<file path="src/rtl/kwm_pkg.sv">
// kwm_pkg: shared types and constants for the k-way sorted merge
// used by kwm_cmp, kwm_heap and k_way_sorted_merge; no dependencies
package kwm_pkg;

  // fixed field widths
  localparam int LANE_W    = 4;
  localparam int CFG_W     = 5;
  localparam int LOAD_W    = 5;
  localparam logic [LOAD_W-1:0] LOAD_MAX  = 5'd31;
  localparam logic [CFG_W-1:0]  CFG_RESET = 5'd16;

  // heap sequencer states
  typedef enum logic [3:0] {
    S_IDLE,
    S_UP,
    S_UP_CMP,
    S_PLACE,
    S_POP,
    S_POP_TOP,
    S_POP_LAST,
    S_DN_RD,
    S_DN_C0,
    S_DN_SEL,
    S_DN_CMP,
    S_RESP
  } heap_state_t;

  // request from the control side to the heap engine
  typedef struct packed {
    logic start;  // launch one operation
    logic ins;    // insert the supplied entry first
    logic pop;    // pop the minimum afterwards
  } heap_cmd_t;

  // status from the heap engine
  typedef struct packed {
    logic idle;   // ready for a new operation
    logic valid;  // operation finished, result held
    logic empty;  // pop found no entry
  } heap_rsp_t;

endpackage

</file>
<file path="src/rtl/kwm_cmp.sv">
// kwm_cmp: ordering compare of two heap entries (value, then lane)
// depends on kwm_pkg
module kwm_cmp
  import kwm_pkg::*;
#(
  parameter int DATA_WIDTH = 32
) (
  input  logic signed [DATA_WIDTH-1:0] a_value,
  input  logic        [LANE_W-1:0]     a_lane,
  input  logic signed [DATA_WIDTH-1:0] b_value,
  input  logic        [LANE_W-1:0]     b_lane,
  output logic                         a_first
);

  // smaller value wins, equal values go to the lower lane
  always_comb begin
    if (a_value != b_value) begin
      a_first = (a_value < b_value);
    end else begin
      a_first = (a_lane < b_lane);
    end
  end

endmodule

</file>
<file path="src/rtl/kwm_heap.sv">
// kwm_heap: min-heap engine, heap memory with one read and one write port, plus one shared comparator
// depends on kwm_pkg and kwm_cmp
module kwm_heap
  import kwm_pkg::*;
#(
  parameter int LANES      = 16,
  parameter int DATA_WIDTH = 32
) (
  input  logic                         clk,
  input  logic                         rst_n,
  input  heap_cmd_t                    cmd,
  input  logic signed [DATA_WIDTH-1:0] cmd_value,
  input  logic        [LANE_W-1:0]     cmd_lane,
  input  logic                         rsp_ready,
  output heap_rsp_t                    rsp,
  output logic signed [DATA_WIDTH-1:0] res_value,
  output logic        [LANE_W-1:0]     res_lane
);

  localparam int IW = (LANES > 1) ? $clog2(LANES) : 1;
  localparam int CW = $clog2(LANES + 1);

  typedef struct packed {
    logic signed [DATA_WIDTH-1:0] value;
    logic        [LANE_W-1:0]     lane;
  } entry_t;

  heap_state_t state_r, state_nxt;

  logic [CW-1:0] cnt_r;
  logic          pop_pend_r;
  logic [IW-1:0] idx_r;
  logic [IW-1:0] best_idx_r;
  entry_t        hold_r;
  entry_t        best_r;
  entry_t        rd_data_r;
  logic          res_empty_r;
  logic signed [DATA_WIDTH-1:0] res_value_r;
  logic        [LANE_W-1:0]     res_lane_r;

  entry_t mem [LANES];

  logic          mem_we;
  logic [IW-1:0] mem_waddr;
  entry_t        mem_wdata;
  logic [IW-1:0] mem_raddr;

  logic [IW-1:0] parent;
  logic [IW:0]   child;
  logic [IW:0]   child1;
  logic          ins_ok;
  entry_t        cmp_a, cmp_b;
  logic          a_first;

  assign parent = (idx_r - 1'b1) >> 1;
  assign child  = {idx_r, 1'b1};
  assign child1 = child + 1'b1;
  assign ins_ok = cmd.ins && (cnt_r < CW'(LANES));

  // shared comparator
  always_comb begin
    case (state_r)
      S_DN_SEL: begin
        cmp_a = rd_data_r;
        cmp_b = best_r;
      end
      S_DN_CMP: begin
        cmp_a = best_r;
        cmp_b = hold_r;
      end
      default: begin
        cmp_a = hold_r;
        cmp_b = rd_data_r;
      end
    endcase
  end

  kwm_cmp #(
    .DATA_WIDTH(DATA_WIDTH)
  ) u_cmp (
    .a_value (cmp_a.value),
    .a_lane  (cmp_a.lane),
    .b_value (cmp_b.value),
    .b_lane  (cmp_b.lane),
    .a_first (a_first)
  );

  // next state
  always_comb begin
    state_nxt = state_r;
    case (state_r)
      S_IDLE: begin
        if (cmd.start) begin
          if (ins_ok) begin
            state_nxt = S_UP;
          end else if (cmd.pop) begin
            state_nxt = S_POP;
          end else begin
            state_nxt = S_RESP;
          end
        end
      end
      S_UP:       state_nxt = (idx_r == '0) ? S_PLACE : S_UP_CMP;
      S_UP_CMP:   state_nxt = a_first ? S_UP : S_PLACE;
      S_PLACE:    state_nxt = pop_pend_r ? S_POP : S_RESP;
      S_POP:      state_nxt = (cnt_r == '0) ? S_RESP : S_POP_TOP;
      S_POP_TOP:  state_nxt = (cnt_r == '0) ? S_RESP : S_POP_LAST;
      S_POP_LAST: state_nxt = S_DN_RD;
      S_DN_RD:    state_nxt = (child < (IW+1)'(cnt_r)) ? S_DN_C0 : S_PLACE;
      S_DN_C0:    state_nxt = (child1 < (IW+1)'(cnt_r)) ? S_DN_SEL : S_DN_CMP;
      S_DN_SEL:   state_nxt = S_DN_CMP;
      S_DN_CMP:   state_nxt = a_first ? S_DN_RD : S_PLACE;
      S_RESP:     state_nxt = rsp_ready ? S_IDLE : S_RESP;
      default:    state_nxt = S_IDLE;
    endcase
  end

  // memory controls and status
  always_comb begin
    mem_we    = 1'b0;
    mem_waddr = idx_r;
    mem_wdata = hold_r;
    mem_raddr = '0;
    rsp.idle  = 1'b0;
    rsp.valid = 1'b0;
    rsp.empty = res_empty_r;
    case (state_r)
      S_IDLE:    rsp.idle = 1'b1;
      S_UP:      mem_raddr = parent;
      S_UP_CMP: begin
        mem_we    = a_first;
        mem_wdata = rd_data_r;
      end
      S_PLACE:   mem_we = 1'b1;
      S_POP_TOP: mem_raddr = cnt_r[IW-1:0];
      S_DN_RD:   mem_raddr = child[IW-1:0];
      S_DN_C0:   mem_raddr = child1[IW-1:0];
      S_DN_CMP: begin
        mem_we    = a_first;
        mem_wdata = best_r;
      end
      S_RESP:    rsp.valid = 1'b1;
      default: begin
        mem_raddr = '0;
      end
    endcase
  end

  // heap storage, registered read
  always_ff @(posedge clk) begin
    if (mem_we) begin
      mem[mem_waddr] <= mem_wdata;
    end
    rd_data_r <= mem[mem_raddr];
  end

  // control registers
  always_ff @(posedge clk) begin
    if (!rst_n) begin
      state_r    <= S_IDLE;
      cnt_r      <= '0;
      pop_pend_r <= 1'b0;
    end else begin
      state_r <= state_nxt;
      case (state_r)
        S_IDLE: begin
          if (cmd.start) begin
            pop_pend_r <= cmd.pop;
            if (ins_ok) begin
              cnt_r <= cnt_r + 1'b1;
            end
          end
        end
        S_POP: begin
          pop_pend_r <= 1'b0;
          if (cnt_r != '0) begin
            cnt_r <= cnt_r - 1'b1;
          end
        end
        default: begin
          cnt_r <= cnt_r;
        end
      endcase
    end
  end

  // payload registers
  always_ff @(posedge clk) begin
    case (state_r)
      S_IDLE: begin
        if (cmd.start && ins_ok) begin
          hold_r.value <= cmd_value;
          hold_r.lane  <= cmd_lane;
          idx_r        <= cnt_r[IW-1:0];
        end
      end
      S_UP_CMP: begin
        if (a_first) begin
          idx_r <= parent;
        end
      end
      S_POP: begin
        res_empty_r <= (cnt_r == '0);
        res_value_r <= '0;
        res_lane_r  <= '0;
      end
      S_POP_TOP: begin
        res_value_r <= rd_data_r.value;
        res_lane_r  <= rd_data_r.lane;
      end
      S_POP_LAST: begin
        hold_r <= rd_data_r;
        idx_r  <= '0;
      end
      S_DN_C0: begin
        best_r     <= rd_data_r;
        best_idx_r <= child[IW-1:0];
      end
      S_DN_SEL: begin
        if (a_first) begin
          best_r     <= rd_data_r;
          best_idx_r <= child1[IW-1:0];
        end
      end
      S_DN_CMP: begin
        if (a_first) begin
          idx_r <= best_idx_r;
        end
      end
      default: begin
        idx_r <= idx_r;
      end
    endcase
  end

  assign res_value = res_value_r;
  assign res_lane  = res_lane_r;

  // an accepted insert grows the heap by one
  a_ins_grows: assert property (@(posedge clk) disable iff (!rst_n)
    (state_r == S_IDLE && cmd.start && ins_ok) |=> (cnt_r == $past(cnt_r) + 1'b1))
    else $error("heap count did not grow on insert");

  // a pop from a non-empty heap shrinks it by one
  a_pop_shrinks: assert property (@(posedge clk) disable iff (!rst_n)
    (state_r == S_POP && cnt_r != '0) |=> (cnt_r == $past(cnt_r) - 1'b1))
    else $error("heap count did not shrink on pop");

  // storage only changes while an operation runs
  a_write_busy: assert property (@(posedge clk) disable iff (!rst_n)
    mem_we |-> (state_r != S_IDLE && state_r != S_RESP))
    else $error("heap written outside an operation");

endmodule

</file>
<file path="src/rtl/k_way_sorted_merge.sv">
// k_way_sorted_merge: top level, stream ports, fill/merge bookkeeping, output register
// depends on kwm_pkg and kwm_heap
//
// channel | dir | handshake                 | payload
// --------+-----+---------------------------+------------------------------------
// in      | in  | in_tvalid / in_tready     | in_tdata {value, lane}, in_tuser lane_ended
// out     | out | out_tvalid / out_tready   | out_tdata {lane_res, value_res}, out_tuser done_res
// cfg     | in  | cfg_wr_en                 | cfg_wr_data lanes_in_use
//
// one transaction at a time: in_tready is high only while the heap engine is idle
// a transaction: accept, then the insert if any (climbing toward the root), then the pop if any (the
// last entry replaces the root and sinks level by level), then the hand-over of the result
// reset (rst_n low, synchronous) empties the heap, rearms the fill, lanes_in_use = 16
// a waiting result holds the next result in the engine until out_tready, and with it the input
module k_way_sorted_merge
  import kwm_pkg::*;
#(
  parameter int LANES      = 16,
  parameter int DATA_WIDTH = 32,
  localparam int IO_W      = ((DATA_WIDTH + LANE_W + 7) / 8) * 8
) (
  input  logic                  clk,
  input  logic                  rst_n,
  // input stream
  input  logic                  in_tvalid,
  output logic                  in_tready,
  input  logic [IO_W-1:0]       in_tdata,   // [3:0] lane, [DATA_WIDTH+3:4] value, rest zero
  input  logic                  in_tuser,   // [0] lane_ended
  // result stream
  output logic                  out_tvalid,
  input  logic                  out_tready,
  output logic [IO_W-1:0]       out_tdata,  // [DATA_WIDTH-1:0] value_res, next 4 lane_res
  output logic                  out_tuser,  // [0] done_res
  // configuration
  input  logic                  cfg_wr_en,
  input  logic [CFG_W-1:0]      cfg_wr_data // lanes_in_use
);

  // configuration register
  logic [CFG_W-1:0] lanes_cfg_r;

  // merge bookkeeping
  logic [LOAD_W-1:0] loaded_r;
  logic [LOAD_W-1:0] loaded_nxt;
  logic              merging_r;
  logic [LANE_W-1:0] last_lane_r;
  logic              need_res_r;

  // output register
  logic                         out_valid_r;
  logic signed [DATA_WIDTH-1:0] out_value_r;
  logic        [LANE_W-1:0]     out_lane_r;
  logic                         out_done_r;

  // input fields
  logic        [LANE_W-1:0]     in_lane;
  logic signed [DATA_WIDTH-1:0] in_value;
  logic                         in_acc;

  // heap engine link
  heap_cmd_t                    cmd;
  heap_rsp_t                    rsp;
  logic                         rsp_ready;
  logic signed [DATA_WIDTH-1:0] res_value;
  logic        [LANE_W-1:0]     res_lane;
  logic        [CFG_W-1:0]      cfg_min1;
  logic                         fill_done;
  logic                         rsp_take;

  assign in_lane  = in_tdata[LANE_W-1:0];
  assign in_value = in_tdata[LANE_W +: DATA_WIDTH];
  assign in_tready = rsp.idle;
  assign in_acc    = in_tvalid && in_tready;

  // saturating report count; fill ends at max(lanes_in_use, 1) capped at LANES
  assign loaded_nxt = (loaded_r == LOAD_MAX) ? loaded_r : loaded_r + 1'b1;
  assign cfg_min1   = (lanes_cfg_r == '0) ? CFG_W'(1) : lanes_cfg_r;
  assign fill_done  = (loaded_nxt >= cfg_min1) || (32'(loaded_nxt) >= LANES);

  // fill phase inserts under the given lane, merge phase refills the popped lane; lane_ended skips the insert
  always_comb begin
    cmd.start = in_acc;
    cmd.ins   = !in_tuser;
    cmd.pop   = merging_r || fill_done;
  end

  assign rsp_ready = !need_res_r || !out_valid_r || out_tready;
  assign rsp_take  = rsp.valid && rsp_ready;

  kwm_heap #(
    .LANES      (LANES),
    .DATA_WIDTH (DATA_WIDTH)
  ) u_heap (
    .clk       (clk),
    .rst_n     (rst_n),
    .cmd       (cmd),
    .cmd_value (in_value),
    .cmd_lane  (merging_r ? last_lane_r : in_lane),
    .rsp_ready (rsp_ready),
    .rsp       (rsp),
    .res_value (res_value),
    .res_lane  (res_lane)
  );

  // control state
  always_ff @(posedge clk) begin
    if (!rst_n) begin
      lanes_cfg_r <= CFG_RESET;
      loaded_r    <= '0;
      merging_r   <= 1'b0;
      last_lane_r <= '0;
      need_res_r  <= 1'b0;
      out_valid_r <= 1'b0;
    end else begin
      if (cfg_wr_en) begin
        lanes_cfg_r <= cfg_wr_data;
      end
      // bookkeeping at the start of a transaction
      if (in_acc) begin
        need_res_r <= cmd.pop;
        if (!merging_r) begin
          loaded_r  <= loaded_nxt;
          merging_r <= fill_done;
        end
      end
      // heap result handed over
      if (rsp_take && need_res_r) begin
        if (rsp.empty) begin
          // all lanes drained: rearm for the next fill
          loaded_r    <= '0;
          merging_r   <= 1'b0;
          last_lane_r <= '0;
        end else begin
          last_lane_r <= res_lane;
        end
      end
      // output slot
      if (rsp_take && need_res_r) begin
        out_valid_r <= 1'b1;
      end else if (out_tready) begin
        out_valid_r <= 1'b0;
      end
    end
  end

  // result payload
  always_ff @(posedge clk) begin
    if (rsp_take && need_res_r) begin
      out_value_r <= res_value;
      out_lane_r  <= res_lane;
      out_done_r  <= rsp.empty;
    end
  end

  assign out_tvalid = out_valid_r;
  assign out_tdata  = IO_W'({out_lane_r, out_value_r});
  assign out_tuser  = out_done_r;

  // one transaction at a time
  a_busy_after_accept: assert property (@(posedge clk) disable iff (!rst_n)
    in_acc |=> !in_tready)
    else $error("input taken while an operation is in flight");

  // a handed-over result lands in the output register
  a_result_lands: assert property (@(posedge clk) disable iff (!rst_n)
    (rsp_take && need_res_r) |=> out_valid_r)
    else $error("heap result lost");

  // a done result carries a zero payload
  a_done_zero: assert property (@(posedge clk) disable iff (!rst_n)
    (out_valid_r && out_done_r) |-> (out_value_r == '0 && out_lane_r == '0))
    else $error("done result with nonzero payload");

  // a non-empty pop result is handed over only in the merge phase
  a_no_stray_merge: assert property (@(posedge clk) disable iff (!rst_n)
    (rsp_take && need_res_r && !rsp.empty) |-> merging_r)
    else $error("pop result outside the merge phase");

endmodule
</file>
<file path="config.mk">
export PLATFORM = sky130hd
export DESIGN_NAME = k_way_sorted_merge
export DESIGN_NICKNAME = d
export VERILOG_FILES = /design/src/rtl/kwm_pkg.sv /design/src/rtl/kwm_cmp.sv /design/src/rtl/kwm_heap.sv /design/src/rtl/k_way_sorted_merge.sv
export SDC_FILE = /design/constraint.sdc
export NUM_CORES = 1
export LEC_CHECK = 0
export BUFFER_PORTS_ARGS = -buffer_cell sky130_fd_sc_hd__buf_4
export CORE_ASPECT_RATIO = 0.8
export CORE_MARGIN = 2
export CORE_UTILIZATION = 55
export DETAILED_ROUTE_END_ITERATION = 12
export PLACE_DENSITY = 0.75
export SETUP_SLACK_MARGIN = 0.5
export SLEW_MARGIN = 20
export SYNTH_ARGS = -nofsm -noshare
export SYNTH_HDL_FRONTEND = slang
export SYNTH_HIERARCHICAL = 1
export SYNTH_SLANG_ARGS = --single-unit
</file>
<file path="constraint.sdc">
create_clock -name clk -period 6.6 [get_ports clk]
set_input_delay 0.33 -clock clk [delete_from_list [all_inputs] [get_ports clk]]
set_output_delay 0.33 -clock clk [all_outputs]
set_load 0.05 [all_outputs]
</file>
---- Word level (Yosys, flattened, before mapping) ----
Memory sizes are Yosys's and may differ from the RTL's. A register that Yosys moved wholly into a read port is not among the register bits.
Index checks and enable logic that the tools add are counted.
word-level totals
  RAM bits ................................ 576
  memories ................................ 1
  word-level logic and storage cells ...... 138
  bits of input ports ..................... 51
  output and inout bits ................... 43
  register bits ........................... 181
cells by class
  equal/unequal tests ..................... 20
  muxes and demuxes ....................... 55
  reductions and logical operators ........ 29
  magnitude comparators ................... 7
  $add $sub $neg .......................... 5
memory list
  name        words  bits a word  read ports  clocked after memory_dff  write ports  RTL line        text
  u_heap.mem  16     36           1           1                         1            kwm_heap.sv:41  entry_t mem [LANES];
operators with widths
  cell                                                   number
  one-hot mux 36 bit (2 select lines)                    5
  2-to-1 mux 36 bit                                      2
  one-hot mux 32 bit (2 select lines)                    1
  2-to-1 mux 4 bit                                       14
  one-hot mux 4 bit (12 select lines)                    1
  2-to-1 mux 5 bit                                       9
  less-than comparator 32 bit                            1
  inequality test 32 bit                                 1
  one-hot mux 4 bit (4 select lines)                     2
  == test 4 x 3 -> 1 bit, second input constant          4
  == test 4 bit, second input constant                   4
  one-hot mux 4 bit (2 select lines)                     2
  adder 5 x 1 -> 5 bit, second input constant            3
  2-to-1 mux 1 bit                                       13
  inequality test 2 x 1 -> 1 bit, second input constant  6
  zero test 5 bit                                        2
  less-than comparator 5 bit                             2
  one-hot mux 5 bit (2 select lines)                     1
  nonzero test 2 bit                                     5
  == test 4 x 2 -> 1 bit, second input constant          2
  zero test 4 bit                                        2
  AND reduction 4 bit                                    2
  AND reduction 2 bit                                    3
  == test 5 bit, second input constant                   1
  other kinds (17)                                       28

---- Depth between registers and ports, before layout ----
  depth in word-level cells ............... 9
  gate-level depth with buffers ........... 21
  gate-level depth less buffers ........... 17

---- Hierarchy ----
The synthesis kept the hierarchy.
by module, submodules not included
  module              times used  area an instance (um^2)  cells an instance
  kwm_heap            1           30,062.6                 1,822
  k_way_sorted_merge  1           2,039.5                  140
  kwm_cmp             1           894.6                    128

---- Worst setup path before layout ----
Ideal clock, no wire load.
  kind .................................... reg-to-reg
  start point ............................. register u_heap.state_r[2]
  end point ............................... memory u_heap/mem[3][0] in the netlist's numbering (enable)
  path slack .............................. -72 ps
  stages on the path, launching flop included .. 22
  clock period less this slack ............ 6,672 ps
  buffers on the path ..................... 4
  data required time ...................... 6,126 ps
  setup time .............................. 474 ps
  arrival time ............................ 6,198 ps
  cell sequence ........................... dfxtp_1 -> buf_6 -> clkbuf_1 -> nand2b_1 -> nor2b_1 -> clkbuf_1 -> nor2_1 -> clkbuf_1 -> nand2_1 -> nand2_1 -> inv_1 -> ha_1 -> a21oi_2 -> nand2_1 -> a221o_1 -> a211oi_2 -> xnor2_1 -> o2bb2ai_1 -> nand2b_1 -> a21oi_1 -> nand2_1 -> nor3_1
RTL lines
  element                 RTL line         text
  start, declared         kwm_heap.sv:28   heap_state_t state_r, state_nxt;
  start signal, assigned  kwm_heap.sv:164  state_r <= state_nxt;
  end, declared           kwm_heap.sv:41

==> metrics.txt <==
status=complete, no violations; fin nets=~2300; worst skew pair latency=~0.63 ns; total grt overflow=0; Synth Area per Inst=15.79 µm²; EDFF count, synth=730; CP delay by family, top=compound AO/OA/AOI/OAI gates; Tot GR Track Use=between 20 and 25%; placed wire-length estimate=between 40000 and 50000 µm; Bufs on Longest Clock Path=3; critical path's slowest cell=buf_4; area fraction in compound gates after synthesis=6.731%; largest net degree at the start of global routing=78; DR pass1 iterations=5; # diodes=0; power density over the cells=between 400 and 500 nW/µm²; initial antenna violation count=1; initial core utilization=between 50% and 60%; Final Hold Vio Count=0; Total Negative Setup Slacks=0 ns; worst vdd ir=about 250 µV; Routed wire per std cell=between 20 and 30 µm; Slew headroom=roughly a quarter; Synth warnings=6; CTS buffer count=between 70 and 80; Synth Flop Type=edfxtp_1; Worst Path Arrival=6.13 ns; row count=80; Min-Delay Endpoint=u_heap/hold_r[19]; XOR/XNOR Fraction of Synth Area=less than 1%; first-pass GRT wire length=around 120000 µm; CTS tree=built; Pleak=between 10 and 15 nW; post-synth cell types=slightly above 70; Core ar.=a little under 60000 µm²; Async S/R FF share, synth=0%; Seq cells post-synth=~800; post-synthesis simple-gate area fraction=~6.6%; Max-Cap Viols=0; crit-path cells=buf_4 -> nor2b_1 -> nor2b_4 -> buf_4 -> a22oi_1 -> nand2_1 -> inv_1 -> ha_1 -> a21oi_1 -> o21ai_0 -> a221o_1 -> o31ai_1 -> o2bb2ai_1 -> nand2b_1 -> a21oi_1 -> nand2_1 -> nor3_4 -> buf_12; FILL cells=4041; Reg2Reg Capture Point=u_heap/mem[1][22]; clk sinks=a little under 800; period utilization=88.38%; share of layout cells above drive strength 1=around a fifth; max incr delay on CP=about 0.66 ns; hold_sp=in_tdata[19]; Max Freq=between 150 and 200 MHz; iteration-0 DRC count of the detailed router=2173; vias in the first global route=19470; Die H=around 220 µm; post-route clock skew=0.02037 ns; Root Buffer=clkbuf_16; crit path buf inv count=4; Startpoint Class=flop; PostCTS Resize Cnt=0; Hold/Removal Path Class=primary input to flop; Crit path required time=just under 7 ns; Area growth, synth to finish=14.59%; Chip Width=approximately 280 µm; Final setup viols=0; adder-cell share of the synthesized area=under 10%; Max Slew Vio Count=0; WHS Path Cells=2; DR vias=around 19000; CP Class=flop to flop; Clock Pin Slew Worst Setup and Hold Paths=~0.060 ns; htree depth=3; worst reg-to-reg setup slack=roughly 0.77 ns; FF-to-FF Start=u_heap/state_r[1]; Via density=between 6 and 7; crit path launch=u_heap/state_r[1]; RSZ-0062 raised after global routing=false; r2r worst-path depth=18; Synth Cell Area=33000 µm²; mux contribution to synthesized area=approximately 12%; FF/Latch Area=23180 µm²; I/O pins=between 90 and 100; endpoint class of the critical path=flop; die area=a little over 60000 µm²; PortBufs=between 80 and 90; slew at the pin with the worst max-slew slack=approximately 1.1 ns; worst-path fanout max=77; Finished Core Util=a little under two thirds; area of the multi-input gates=9306 µm²; sequential area share after synthesis=a little over two thirds; RD Place Congestion=0.8794; remaining antenna violation count=0; post-synthesis instance total=approximately 2100; drt drc=0; post-layout minimum cycle time=5.833 ns; largest family of logic cells by synthesized area=multiplexers; Post-Route WL=76930 µm
-- worst max-delay path by stage --
stage | cells past startpoint | endpoint | slack, ns
2_1_floorplan | 21 | u_heap/mem[15][0] | 0.87
3_3_place_gp | 17 | u_heap/mem[0][16] | 1.08
3_5_place_dp | 17 | u_heap/mem[3][16] | 1.01
4_1_cts | 19 | u_heap/mem[0][17] | 0.92
5_1_grt | 20 | u_heap/mem[0][11] | 0.50
6_report | 18 | u_heap/mem[1][22] | 0.77
-- synth_stat cells, drive strengths merged, types with 2 or more instances --
master	instances	area, µm²
a2111oi	2	17.52
a211oi	2	20.02
a21o	4	30.03
a21oi	28	147.6
a221o	8	80.08
a221oi	2	17.52
a22oi	102	765.7
a2bb2oi	30	262.8
a31oi	18	112.6
a32o	6	60.06
a32oi	3	26.28
and2	43	269.0
and3	12	75.07
buf	50	317.8
clkbuf	69	260.2
dfxtp	63	1261
edfxtp	730	21920
ha	56	700.7
inv	53	198.9
mux2	43	484.2
mux2i	127	1271
mux4	90	2049
nand2	295	1107
nand2b	13	81.33
nand3	23	115.1
nand4	8	50.05
nor2	42	160.2
nor2b	18	112.6
nor3	10	55.05
nor4	4	31.28
o211a	2	20.02
o211ai	31	232.7
o21a	6	45.04
o21ai	59	299.0
or3	3	23.77
xnor2	10	87.58
xor2	3	26.28
-- flip-flops by register name (all words and copies together), names as in the netlist, 4 cells and up --
signal             flops
u_heap/best_r         36
u_heap/state_r         4
out_value_r           32
u_heap/best_idx_r      4
last_lane_r            4
lanes_cfg_r            5
u_heap/mem           576
u_heap/hold_r         36
u_heap/idx_r           4
out_lane_r             4
u_heap/res_lane        4
u_heap/res_value      32
u_heap/cnt_r           5
loaded_r               5
u_heap/rd_data_r      36
-- power by group --
part / leakage, nW / internal, mW / switching, mW
clock: 1.23 / 2.47 / 1.89
combinational: 4.74 / 1.63 / 2.62
sequential: 7.07 / 6.32 / 0.459
total: 13.0 / 10.4 / 4.97
-- metal layers --
| metal | GRT usage [%] | wire length, µm | vias up | part of all wire [%] |
|---|---|---|---|---|
| li1 | - | - | 8371 | - |
| met1 | 34.87 | 31020 | 9536 | 40 |
| met2 | 39.77 | 36110 | 961 | 47 |
| met3 | 5.383 | 7874 | 146 | 10 |
| met4 | 7.829 | 1922 | 0 | 2.5 |
| met5 | 0 | 0 | - | 0 |
-- kinds of logic after synthesis --
kind of cell / after synthesis
AO/OA/AOI/OAI: 313
XOR/XNOR: 13
adder cells (fa/ha/maj): 58
buffers and inverters: 172
flip-flops: 793
multiplexers: 260
other: 1
AND/OR/NAND/NOR: 480
-- cell type report --
| cell class | count | share of cell area (%) |
|---|---|---|
| well taps | 779 | 2.578 |
| clock inverters | 49 | 1.231 |
| flip-flops and latches | 793 | 61.31 |
| multi-input cells | 1128 | 24.61 |
| inverters | 53 | 0.5261 |
| clock buffers | 93 | 5.413 |
| repair buffers | 182 | 4.328 |
-- what timing repair did --
| item | 4_1_cts | 5_1_grt |
|---|---|---|
| hold endpoints to repair | 16 | 0 |
| hold buffers | 18 | 0 |
| setup buffers | 0 | 0 |
-- placed cells by master (no fill, tap or decap), types with 8 or more instances in the layout --
cell and n:
dfxtp_1 62, a31oi_1 18, ha_1 56, and3_1 12
o21ai_0 54, nor2_1 24, a2bb2oi_1 30, nand3_1 23
nand2_1 292, nor2b_1 16, dlygate4sd3_1 18, a21oi_1 26
nor2_4 18, edfxtp_1 730, mux2i_1 127, a22oi_1 102
buf_4 146, nand4_1 8, mux4_2 84, clkbuf_1 10
mux2_2 43, and2_1 42, a221o_1 8, nand2b_1 12
clkinv_1 18, clkbuf_16 77, o211ai_1 31, xnor2_1 10
clkinv_2 13, buf_12 18, inv_1 53
-- per-stage QoR --
stage | cells | instance area (µm²) | power (mW) | hold slack [ns] | setup slack [ns]
final | 3077 | 37810 | 15.40 | 0.02745 | 0.7671
after global routing | 3077 | 37810 | 16.01 | 0.002722 | 0.5007
after CTS | 3077 | 37810 | 15.37 | 0.0006933 | 0.9167
after detailed placement | 2917 | 35120 | 11.01 | 0.4045 | 1.013
after global placement | 2917 | 35110 | 10.82 | 0.4024 | 1.080
after floorplan | 2093 | 33030 | 9.568 | 0.4003 | 0.8726
(Power assumes the default switching activity.)
